==> config.mk <==
export PLATFORM = sky130hd
export DESIGN_NAME = grid_local_maximum_finder_unit
export DESIGN_NICKNAME = d
export VERILOG_FILES = /design/src/hw/rtl/glmf_pkg.sv /design/src/hw/rtl/grid_local_maximum_finder_unit.sv
export VERILOG_INCLUDE_DIRS = /design/src /design/src/hw/rtl
export SDC_FILE = /design/constraint.sdc
export NUM_CORES = 2
export LEC_CHECK = 0
export CORE_ASPECT_RATIO = 1.1
export CORE_MARGIN = 2
export CORE_UTILIZATION = 40
export DETAILED_ROUTE_END_ITERATION = 8
export DONT_BUFFER_PORTS = 1
export PLACE_DENSITY = 0.55
export SLEW_MARGIN = 0
export SYNTH_ARGS = -nofsm -noshare
export SYNTH_HDL_FRONTEND = slang
export SYNTH_SLANG_ARGS = --single-unit
==> constraint.sdc <==
create_clock -name i_clk -period 14.7 [get_ports i_clk]
set_input_delay 2.94 -clock i_clk [delete_from_list [all_inputs] [get_ports i_clk]]
set_output_delay 2.94 -clock i_clk [all_outputs]
set_load 0.005 [all_outputs]
==> src/hw/rtl/grid_local_maximum_finder_unit_assert.svh <==
// Assertion macros for the grid local maximum finder.
// Taken in by the top level with an include; depends on nothing else.
`ifndef GRID_LOCAL_MAXIMUM_FINDER_UNIT_ASSERT_SVH
`define GRID_LOCAL_MAXIMUM_FINDER_UNIT_ASSERT_SVH

`ifndef SYNTHESIS

`define GLMF_ASSERT_ALWAYS(lbl, clk, rst_n, cond) \
    lbl: assert property (@(posedge clk) disable iff (!rst_n) (cond)) \
        else $error("grid local maximum finder: invariant violated");

`define GLMF_ASSERT_IMPL(lbl, clk, rst_n, ante, cons) \
    lbl: assert property (@(posedge clk) disable iff (!rst_n) (ante) |-> (cons)) \
        else $error("grid local maximum finder: implication violated");

`define GLMF_ASSERT_NEXT(lbl, clk, rst_n, ante, cons) \
    lbl: assert property (@(posedge clk) disable iff (!rst_n) (ante) |=> (cons)) \
        else $error("grid local maximum finder: next-cycle check violated");

`else

`define GLMF_ASSERT_ALWAYS(lbl, clk, rst_n, cond)
`define GLMF_ASSERT_IMPL(lbl, clk, rst_n, ante, cons)
`define GLMF_ASSERT_NEXT(lbl, clk, rst_n, ante, cons)

`endif

`endif

==> src/hw/rtl/glmf_pkg.sv <==
// Package of the grid local maximum finder: field widths, defaults,
// register indexes, the sequencer state type and line-buffer bank helpers.
// Depends on nothing.
`default_nettype none

package glmf_pkg;

    localparam int MAX_ROWS_DEF = 64;
    localparam int MAX_COLS_DEF = 32;

    localparam int PIX_W      = 16;
    localparam int ROW_W      = 6;
    localparam int COL_W      = 5;
    localparam int HCFG_W     = 7;
    localparam int WCFG_W     = 6;
    localparam int CFG_DATA_W = 7;
    localparam int CFG_IDX_W  = 1;

    typedef enum logic [CFG_IDX_W-1:0] {
        CFG_GRID_HEIGHT = 1'b0,
        CFG_GRID_WIDTH  = 1'b1
    } t_cfg_idx;

    typedef enum logic [2:0] {
        S_IDLE,
        S_RD0,
        S_RD1,
        S_CMP,
        S_EOF
    } t_state;

    typedef logic [1:0] t_bank;

    // Three line-buffer banks rotate; these step through 0, 1, 2.
    function automatic t_bank bank_next(input t_bank b);
        t_bank res;
        res = (b == 2'd2) ? 2'd0 : b + 2'd1;
        return res;
    endfunction

    function automatic t_bank bank_prev(input t_bank b);
        t_bank res;
        res = (b == 2'd0) ? 2'd2 : b - 2'd1;
        return res;
    endfunction

endpackage

`default_nettype wire

==> src/hw/rtl/grid_local_maximum_finder_unit.sv <==
// Grid local maximum finder: 4-neighbour peaks of a streamed grid of samples.
// Depends on glmf_pkg and on grid_local_maximum_finder_unit_assert.svh.
//
//   channel   direction  handshake                 word
//   pixel     in         i_in_valid / o_in_stall   i_pixel_value
//   peak      out        o_out_valid / i_out_stall o_peak_row, o_peak_col, o_end_of_frame
//   config    in         i_cfg_we                  i_cfg_index, i_cfg_data
//
// A first-row pixel leaves the sequencer idle; any other stalls the input in S_RD0, S_RD1
// and S_CMP, as the single line-buffer memory is read twice for the cell above it before
// the compare. A frame's final pixel also has the last row compared and an end word sent.
// A peak waits in the compare step while the output register is held by a stall.
// Reset is synchronous and clears the counters and the sequencer; the line buffers
// are not cleared.
`default_nettype none

module grid_local_maximum_finder_unit
    import glmf_pkg::*;
#(
    parameter int MAX_ROWS = MAX_ROWS_DEF,
    parameter int MAX_COLS = MAX_COLS_DEF
) (
    input  wire logic                    i_clk,
    input  wire logic                    i_rst_n,
    input  wire logic                    i_in_valid,
    output logic                         o_in_stall,
    input  wire logic signed [PIX_W-1:0] i_pixel_value,
    output logic                         o_out_valid,
    input  wire logic                    i_out_stall,
    output logic [ROW_W-1:0]             o_peak_row,
    output logic [COL_W-1:0]             o_peak_col,
    output logic                         o_end_of_frame,
    input  wire logic                    i_cfg_we,
    input  wire logic [CFG_IDX_W-1:0]    i_cfg_index,
    input  wire logic [CFG_DATA_W-1:0]   i_cfg_data
);

    localparam int RIW   = (MAX_ROWS > 1) ? $clog2(MAX_ROWS) : 1;
    localparam int CIW   = (MAX_COLS > 1) ? $clog2(MAX_COLS) : 1;
    localparam int HW    = $clog2(MAX_ROWS + 1);
    localparam int WW    = $clog2(MAX_COLS + 1);
    localparam int DEPTH = 3 * MAX_COLS;
    localparam int AW    = $clog2(DEPTH);

    function automatic logic [AW-1:0] mem_addr(input t_bank b, input logic [CIW-1:0] col);
        logic [AW-1:0] res;
        res = AW'(b) * AW'(MAX_COLS) + AW'(col);
        return res;
    endfunction

    t_state                   r_state, n_state;
    logic [HCFG_W-1:0]        r_grid_height, n_grid_height;
    logic [WCFG_W-1:0]        r_grid_width, n_grid_width;
    logic [RIW-1:0]           r_row_cnt, n_row_cnt;
    logic [CIW-1:0]           r_col_cnt, n_col_cnt;
    t_bank                    r_bank, n_bank;
    logic signed [PIX_W-1:0]  r_px, n_px;
    logic                     r_last, n_last;
    logic                     r_flush, n_flush;
    logic [CIW-1:0]           r_k, n_k;
    logic [RIW-1:0]           r_eval_row, n_eval_row;
    t_bank                    r_mid_bank, n_mid_bank;
    t_bank                    r_up_bank, n_up_bank;
    logic                     r_has_up, n_has_up;
    logic [PIX_W-1:0]         r_self, n_self;
    logic [PIX_W-1:0]         r_up_val, n_up_val;
    logic                     r_out_valid, n_out_valid;
    logic [ROW_W-1:0]         r_out_row, n_out_row;
    logic [COL_W-1:0]         r_out_col, n_out_col;
    logic                     r_out_eof, n_out_eof;

    logic [PIX_W-1:0]         r_mem [DEPTH];
    logic [PIX_W-1:0]         r_rd_a;
    logic [PIX_W-1:0]         r_rd_b;

    logic                     wr_en;
    logic [AW-1:0]            wr_addr;
    logic                     rd_en;
    logic [AW-1:0]            rd_addr_a;
    logic [AW-1:0]            rd_addr_b;

    logic [HW-1:0]            h_eff;
    logic [WW-1:0]            w_eff;
    logic                     pos_wrap;
    logic [RIW-1:0]           pos_r;
    logic [CIW-1:0]           pos_c;
    logic                     last_col;
    logic                     last_row;
    logic                     in_accept;
    logic                     out_free;
    logic                     k_not_last;
    logic                     is_peak;
    logic signed [PIX_W-1:0]  self_s;

    always_comb begin
        if (r_grid_height == '0) begin
            h_eff = HW'(1);
        end else if (32'(r_grid_height) > 32'(MAX_ROWS)) begin
            h_eff = HW'(MAX_ROWS);
        end else begin
            h_eff = HW'(r_grid_height);
        end
        if (r_grid_width == '0) begin
            w_eff = WW'(1);
        end else if (32'(r_grid_width) > 32'(MAX_COLS)) begin
            w_eff = WW'(MAX_COLS);
        end else begin
            w_eff = WW'(r_grid_width);
        end
    end

    assign pos_wrap   = (HW'(r_row_cnt) >= h_eff) || (WW'(r_col_cnt) >= w_eff);
    assign pos_r      = pos_wrap ? '0 : r_row_cnt;
    assign pos_c      = pos_wrap ? '0 : r_col_cnt;
    assign last_col   = (WW'(pos_c) + WW'(1)) == w_eff;
    assign last_row   = (HW'(pos_r) + HW'(1)) == h_eff;
    assign in_accept  = i_in_valid && (r_state == S_IDLE);
    assign out_free   = !r_out_valid || !i_out_stall;
    assign k_not_last = (WW'(r_k) + WW'(1)) < w_eff;
    assign self_s     = $signed(r_self);

    assign is_peak = !(r_has_up && (self_s < $signed(r_up_val)))
                  && !(!r_flush && (self_s < r_px))
                  && !((r_k != '0) && (self_s < $signed(r_rd_a)))
                  && !(k_not_last && (self_s < $signed(r_rd_b)));

    always_comb begin
        n_state       = r_state;
        n_grid_height = r_grid_height;
        n_grid_width  = r_grid_width;
        n_row_cnt     = r_row_cnt;
        n_col_cnt     = r_col_cnt;
        n_bank        = r_bank;
        n_px          = r_px;
        n_last        = r_last;
        n_flush       = r_flush;
        n_k           = r_k;
        n_eval_row    = r_eval_row;
        n_mid_bank    = r_mid_bank;
        n_up_bank     = r_up_bank;
        n_has_up      = r_has_up;
        n_self        = r_self;
        n_up_val      = r_up_val;
        n_out_valid   = r_out_valid && i_out_stall;
        n_out_row     = r_out_row;
        n_out_col     = r_out_col;
        n_out_eof     = r_out_eof;
        wr_en         = 1'b0;
        wr_addr       = mem_addr(r_bank, pos_c);
        rd_en         = 1'b0;
        rd_addr_a     = mem_addr(r_mid_bank, r_k);
        rd_addr_b     = mem_addr(r_up_bank, r_k);

        case (r_state)
            S_IDLE: begin
                if (in_accept) begin
                    wr_en  = 1'b1;
                    n_px   = i_pixel_value;
                    n_last = last_col && last_row;
                    if (!last_col) begin
                        n_row_cnt = pos_r;
                        n_col_cnt = pos_c + CIW'(1);
                    end else if (!last_row) begin
                        n_row_cnt = pos_r + RIW'(1);
                        n_col_cnt = '0;
                        n_bank    = bank_next(r_bank);
                    end else begin
                        n_row_cnt = '0;
                        n_col_cnt = '0;
                    end
                    if (pos_r != '0) begin
                        n_state    = S_RD0;
                        n_flush    = 1'b0;
                        n_k        = pos_c;
                        n_eval_row = pos_r - RIW'(1);
                        n_mid_bank = bank_prev(r_bank);
                        n_up_bank  = bank_prev(bank_prev(r_bank));
                        n_has_up   = pos_r > RIW'(1);
                    end else if (last_col && last_row) begin
                        n_state    = S_RD0;
                        n_flush    = 1'b1;
                        n_k        = '0;
                        n_eval_row = pos_r;
                        n_mid_bank = r_bank;
                        n_up_bank  = bank_prev(r_bank);
                        n_has_up   = 1'b0;
                    end
                end
            end
            S_RD0: begin
                rd_en   = 1'b1;
                n_state = S_RD1;
            end
            S_RD1: begin
                rd_en     = 1'b1;
                n_self    = r_rd_a;
                n_up_val  = r_rd_b;
                rd_addr_a = mem_addr(r_mid_bank, (r_k == '0) ? r_k : r_k - CIW'(1));
                rd_addr_b = mem_addr(r_mid_bank, k_not_last ? r_k + CIW'(1) : r_k);
                n_state   = S_CMP;
            end
            S_CMP: begin
                if (!is_peak || out_free) begin
                    if (is_peak) begin
                        n_out_valid = 1'b1;
                        n_out_row   = ROW_W'(r_eval_row);
                        n_out_col   = COL_W'(r_k);
                        n_out_eof   = 1'b0;
                    end
                    if (!r_flush) begin
                        if (r_last) begin
                            n_state    = S_RD0;
                            n_flush    = 1'b1;
                            n_k        = '0;
                            n_eval_row = r_eval_row + RIW'(1);
                            n_mid_bank = r_bank;
                            n_up_bank  = bank_prev(r_bank);
                            n_has_up   = 1'b1;
                        end else begin
                            n_state = S_IDLE;
                        end
                    end else if (k_not_last) begin
                        n_k     = r_k + CIW'(1);
                        n_state = S_RD0;
                    end else begin
                        n_state = S_EOF;
                    end
                end
            end
            S_EOF: begin
                if (out_free) begin
                    n_out_valid = 1'b1;
                    n_out_row   = '0;
                    n_out_col   = '0;
                    n_out_eof   = 1'b1;
                    n_state     = S_IDLE;
                end
            end
            default: begin
                n_state = S_IDLE;
            end
        endcase

        if (i_cfg_we) begin
            case (i_cfg_index)
                CFG_GRID_HEIGHT: n_grid_height = i_cfg_data;
                CFG_GRID_WIDTH:  n_grid_width  = i_cfg_data[WCFG_W-1:0];
                default: begin
                end
            endcase
            n_row_cnt = '0;
            n_col_cnt = '0;
        end
    end

    always_ff @(posedge i_clk) begin
        if (!i_rst_n) begin
            r_state       <= S_IDLE;
            r_grid_height <= HCFG_W'(1);
            r_grid_width  <= WCFG_W'(1);
            r_row_cnt     <= '0;
            r_col_cnt     <= '0;
            r_bank        <= '0;
            r_out_valid   <= 1'b0;
        end else begin
            r_state       <= n_state;
            r_grid_height <= n_grid_height;
            r_grid_width  <= n_grid_width;
            r_row_cnt     <= n_row_cnt;
            r_col_cnt     <= n_col_cnt;
            r_bank        <= n_bank;
            r_out_valid   <= n_out_valid;
        end
    end

    always_ff @(posedge i_clk) begin
        r_px       <= n_px;
        r_last     <= n_last;
        r_flush    <= n_flush;
        r_k        <= n_k;
        r_eval_row <= n_eval_row;
        r_mid_bank <= n_mid_bank;
        r_up_bank  <= n_up_bank;
        r_has_up   <= n_has_up;
        r_self     <= n_self;
        r_up_val   <= n_up_val;
        r_out_row  <= n_out_row;
        r_out_col  <= n_out_col;
        r_out_eof  <= n_out_eof;
    end

    always_ff @(posedge i_clk) begin
        if (wr_en) begin
            r_mem[wr_addr] <= i_pixel_value;
        end
    end

    always_ff @(posedge i_clk) begin
        if (rd_en) begin
            r_rd_a <= r_mem[rd_addr_a];
            r_rd_b <= r_mem[rd_addr_b];
        end
    end

    assign o_in_stall     = r_state != S_IDLE;
    assign o_out_valid    = r_out_valid;
    assign o_peak_row     = r_out_row;
    assign o_peak_col     = r_out_col;
    assign o_end_of_frame = r_out_eof;

`include "grid_local_maximum_finder_unit_assert.svh"

    `GLMF_ASSERT_ALWAYS(a_col_in_range, i_clk, i_rst_n, WW'(r_col_cnt) < w_eff)
    `GLMF_ASSERT_ALWAYS(a_row_in_range, i_clk, i_rst_n, HW'(r_row_cnt) < h_eff)
    `GLMF_ASSERT_NEXT(a_eof_restarts, i_clk, i_rst_n, (r_state == S_EOF) && out_free, (r_row_cnt == '0) && (r_col_cnt == '0))
    `GLMF_ASSERT_IMPL(a_eof_word_zero, i_clk, i_rst_n, o_out_valid && o_end_of_frame, (o_peak_row == '0) && (o_peak_col == '0))

endmodule

`default_nettype wire
[Word level (Yosys, flattened, before mapping)]
Memory sizes are Yosys's and may differ from the RTL's. A register that Yosys moved wholly into a read port is not among the register bits.
Index checks and enable logic that the tools add are counted.
Word-level totals
  register bits: 108
  bits in writable memories: 1536
  input port bits: 29
  output and inout port bits: 14
  logic and storage cells: 197
  memories kept: 1
Memories
  r_mem: depth 96, width 16, read ports 2, clocked after Yosys merged registers in 2, wr ports 1, RTL line grid_local_maximum_finder_unit.sv:72  | logic [PIX_W-1:0] r_mem [DEPTH];
Operators by class
  $add $sub $neg: 17
  $lt $le $gt $ge: 10
  eq/ne operators: 15
  mux-type cells: 88
  bitwise operators: 3
  reduce and logical (&&, ||, !) cells: 43
Operators by type and width (count)
  2-to-1 mux 6 bit: 14
  2-to-1 mux 5 bit: 13
  < comparator 16 bit: 4
  adder 7 x 5 -> 7 bit: 5
  2-to-1 mux 2 bit: 15
  2-to-1 mux 7 bit: 4
  2-to-1 mux 1 bit: 24
  one-hot mux 6 bit (2 select lines): 2
  2-to-1 mux 3 bit: 7
  one-hot mux 5 bit (2 select lines): 2
  AND reduction 4 bit: 4
  one-hot mux 3 bit (5 select lines): 1
  adder 5 x 1 -> 6 bit (second input constant): 2
  adder 6 x 1 -> 6 bit (second input constant): 2
  != test 2 bit (second input constant): 6
  adder 5 x 1 -> 5 bit (second input constant): 2
  logical AND 1 bit: 10
  logical NOT 1 bit: 8
  one-hot mux 1 bit (2 select lines): 4
  one-hot mux 2 bit (2 select lines): 2
  adder 6 x 1 -> 7 bit (second input constant): 1
  equality test 7 bit: 1
  greater-or-equal comparator 6 x 7 -> 1 bit: 1
  > comparator 7 bit (second input constant): 1
  other kinds (30): 41

[Logic depth before layout (Yosys ltp)]
  word-level depth: 13
  mapped depth: 25
  gate-level depth less buffers: 23

[Least setup slack after synthesis]
OpenSTA, ideal clock, no wires.
  kind: input to register
  start point: input port i_in_valid
  end point: memory r_mem[12][0] (enable)
  setup time: 388 ps
  data arrival time: 5526 ps
  required time: 14312 ps
  slack: 8785 ps
  cell stages on the path: 7
  buffers on the path: 3
  path through: nand2_1 -> clkbuf_1 -> inv_1 -> clkbuf_1 -> buf_1 -> nand4_1 -> nor2_1
On the way
  cells in the longest elaborated chain, start to end: 5
RTL lines
  start, declared: RTL line grid_local_maximum_finder_unit.sv:25  | input wire logic i_in_valid,
  logical AND 1 bit: RTL line grid_local_maximum_finder_unit.sv:117  | assign in_accept = i_in_valid && (r_state == S_IDLE);
  2-to-1 mux 1 bit: RTL line grid_local_maximum_finder_unit.sv:156  | if (in_accept) begin
  2-to-1 mux 1 bit: RTL line grid_local_maximum_finder_unit.sv:154  | case (r_state)
  net wr_en: RTL line grid_local_maximum_finder_unit.sv:76  | logic wr_en;
  2-to-1 mux 1 bit: RTL line grid_local_maximum_finder_unit.sv:293  | if (wr_en) begin
  2-to-1 mux 1 bit (implied by the code): RTL line grid_local_maximum_finder_unit.sv:294  | r_mem[wr_addr] <= i_pixel_value;
  end, declared: RTL line grid_local_maximum_finder_unit.sv:72
The timed path passes the listed nets, and every way through them passes these cells.

[Worst setup path after layout]
  start point: register r_k[0]
  end point: register r_rd_b[8] (read register of r_mem), data pin
On the way
  cells in the longest elaborated chain, start to end: 5
  elaborated cells on any way between the ends: 7
  classes of those cells: add/sub (4); order compare (1); mux (2)
RTL lines
  start, declared: RTL line grid_local_maximum_finder_unit.sv:60  | logic [CIW-1:0] r_k, n_k;
  start signal, assigned: RTL line grid_local_maximum_finder_unit.sv:280  | r_k <= n_k;
  adder 5 x 1 -> 6 bit: RTL line grid_local_maximum_finder_unit.sv:119  | assign k_not_last = (WW'(r_k) + WW'(1)) < w_eff;
  < comparator 6 bit: RTL line grid_local_maximum_finder_unit.sv:119
  2-to-1 mux 5 bit
  adder 7 x 5 -> 7 bit: RTL line grid_local_maximum_finder_unit.sv:47  | res = AW'(b) * AW'(MAX_COLS) + AW'(col);
  2-to-1 mux 7 bit *: RTL line grid_local_maximum_finder_unit.sv:154
  end, declared: RTL line grid_local_maximum_finder_unit.sv:74  | logic [PIX_W-1:0] r_rd_b;
Mark *: on every way between the ends. The rest lies on a longest branch, timed or not.
A chain may end at the register's enable or synchronous reset.

==> impl_metrics.toml <==
[timing]
tightest_slew_ps = 1260
rsz0062_at_grt = "false"
fin_crit_ps = 7980
setup_viol = 0
max_freq_mhz = 125
slew_violations = 0
hold-worst-slack_ps = 479
fin_tns_setup_ps = 0
maxSlewHeadroom_pct = 15.2
hold_viol_final = 0
finClkSkew_ps = 39.6
fin_crit_sh_pct = 54.3

[logic_synthesis]
syn_avg_cell_area_um2 = 16.1
synth_top_family_by_area = "multiplexers"
netlist_top_cells_area = "edfxtp_1 (61%), mux4_2 (19%), mux2i_1 (2.6%), nand2_1 (2.6%), ha_1 (1.4%)"
synth.area.mux_share_pct = 21.7
synth_compound_gate_area_share_pct = 6.13
yosys.area.top_type = "edfxtp_1"
synth_simple_gate_area_share_pct = 6.53
ys_seq_elements = 1676
synth_common_cells = "edfxtp_1 (1,646), mux4_2 (675), nand2_1 (558), mux2i_1 (215), clkbuf_1 (185)"
synth_edf_count = 1646
synth-xor-area-share_pct = 0.393
synth_nets = 5175
synth_warnings = 0
dominantRegCellSynth = "edfxtp_1"
yosysTopAreaCellShare_pct = 60.8
synth_area_um2 = 81200
synth_most_common_cell = "edfxtp_1"
yosysUniqueCellTypes = 79
async_flop_share_pct = 0
synth_seq_area_share_pct = 61.6
synth_adder_area_share_pct = 1.37
syn_inst = 5057

[route]
wirelength_um = 289000
avgViaCountPerCell = 6.47
drtPass1Iterations = 7
drt-initial-drc-count = 6609
wl_per_cell_um = 36.6
ant_nets = 0
vias = 51100
route.detailed.drc = 0

[global_route]
grt_pass1_wl_um = 399000
grt_use_met2_pct = 43.7
grt_max_degree = 123
grt_overflow = 0
grtUsageMet3_pct = 6.52
track_usage_pct = 27.8
grt_pass1_vias = 49900
grt-busiest-layer = "met2"
grtUsageMet1_pct = 35.3
antenna_found_initial = 16

[clocking]
cts_tree = "built"
hold_buffers = 0
post_cts_buffers = 0
clockBufferDepth = 3
clk_latency_ps = 850
cts_buffers = 175
cts_max_level = 4
cts_sinks = 1676
cts_resized = 0
ctsRootBufferMaster = "clkbuf_16"
clkTransAtPathRegs_ps = 60

[place]
dpl.hpwl_um = 182000
port_buffers = 0
gp_congestion = 0.935

[die]
ios = 43
initial_utilization_pct = 40.2
die_area_um2 = 207000
fp.dieH_um = 477
die_w_um = 434
rows = 173
core_um2 = 202000

[power]
leakagePower_nw = 29.0
p_per_area_nw_per_um2 = 148
peakVddDrop_mv = 0.102

[worst_setup_path]
crit_type = "reg2reg"
r2r_slack_ps = 6720
r2r-end = "r_rd_b[8]"
timing.rr.start = "r_k[0]"
worstPathMaxFanout = 67
reg2regPathDepth = 17
end_kind = "flip-flop"
start_kind = "flip-flop"
arrival_ps = 8580
crit_required_ps = 15300

[worst_hold_path]
hold_path_depth = 0
holdPathEnd = "r_self[2]"
hp-class = "reg2reg"
min_from = "r_rd_a[2]"

[run_status]
status = "completed"

[final_layout]
fill_cells = 17400
nets = 5148
syn_to_final_growth_pct = 11.7
drive_gt1_share_pct = 23.9

[flow_run]
maxCapViolations = 0
[layout by cell type (no fill, tap or decap), drive strengths merged, types with 71 or more instances in the layout]
cell type	n
nor2b	108
buf	163
nor2	173
clkbuf	225
ha	89
clkinv	71
a31oi	74
a21oi	168
mux4	675
mux2i	215
inv	83
nand2	559
nand3	174
a211oi	113
edfxtp	1646
[critical path, stage by stage, from the launching register on]
cell and delay [ps]:
edfxtp_1 320, buf_4 710, ha_1 360, nand3_1 170, xnor2_1 200, ha_1 320, nand4_1 150, nor2_1 600
a21oi_4 80, buf_4 290, o22ai_4 740, buf_4 770, buf_4 900, mux4_2 600, a221oi_1 820, a32oi_1 270
a22oi_1 270, nand2_1 70
[how the worst max path moves through the flow]
stage | from | depth (start not counted) | end
after global routing | r_k[0] | 17 | r_rd_b[8]
final | r_k[0] | 17 | r_rd_b[8]
after detailed placement | r_k[0] | 17 | r_rd_b[8]
after CTS | r_k[0] | 17 | r_rd_b[8]
after global placement | r_k[0] | 17 | r_rd_b[8]
after floorplan | i_in_valid | 7 | r_mem[12][0]
[cell type report]
class                      instances  area [µm²]  area share [%]
antenna                           10        25.0          0.0276
clock buffer                     225        4680            5.16
clock inverter                    98         956            1.05
inverter                          76         285           0.314
multi-input combinational       2938       30000            33.1
sequential                      1676       50000            55.1
tap                             2712        3390            3.74
timing repair buffer             163        1340            1.47
[flip-flops by register name (all words and copies together), names as in the netlist, 6 cells and up]
register,flops
r_mem,1536
r_px,16
r_rd_a,16
r_rd_b,16
r_self,16
r_up_val,16
r_grid_height,7
o_peak_row,6
r_eval_row,6
r_grid_width,6
r_row_cnt,6
[logic make-up after synthesis]
kind of cell,after synthesis
xor gates and xnor gates,34
adders and majority gates,89
muxes,911
DFF,1676
AOI/OAI and AO/OA,729
and+or+nand+nor,1175
buffers and inverters,443
[power by group]
group,internal [mW],total [mW],switching (mW)
Sequential,5.35,5.43,0.0793
Clock,2.53,4.46,1.92
Combinational,1.36,3.53,2.18
Total,9.23,13.4,4.18
[metal layers]
metal / wire [µm] / vias to the layer above / part of all wire [%]
met3: 27200 / 631 / 9.4
met4: 18900 / 18 / 6.5
met1: 107000 / 26900 / 37
met2: 136000 / 2850 / 47
met5: 114 / - / 0.039
li1: - / 20700 / -
[through the flow]
step	total power, mW	setup slack [ps]	instances	instance area, µm²	util [%]
final	13.4	6720	7898	90700	44.9
after global routing	13.8	6390	7892	90700	44.9
after global placement	9.00	6770	7565	85100	42.1
after floorplan	7.75	8790	5057	81200	-
after detailed placement	9.01	6680	7565	85100	42.1
after CTS	13.4	6690	7888	90700	44.9
Power figures use the tool's default switching activity.
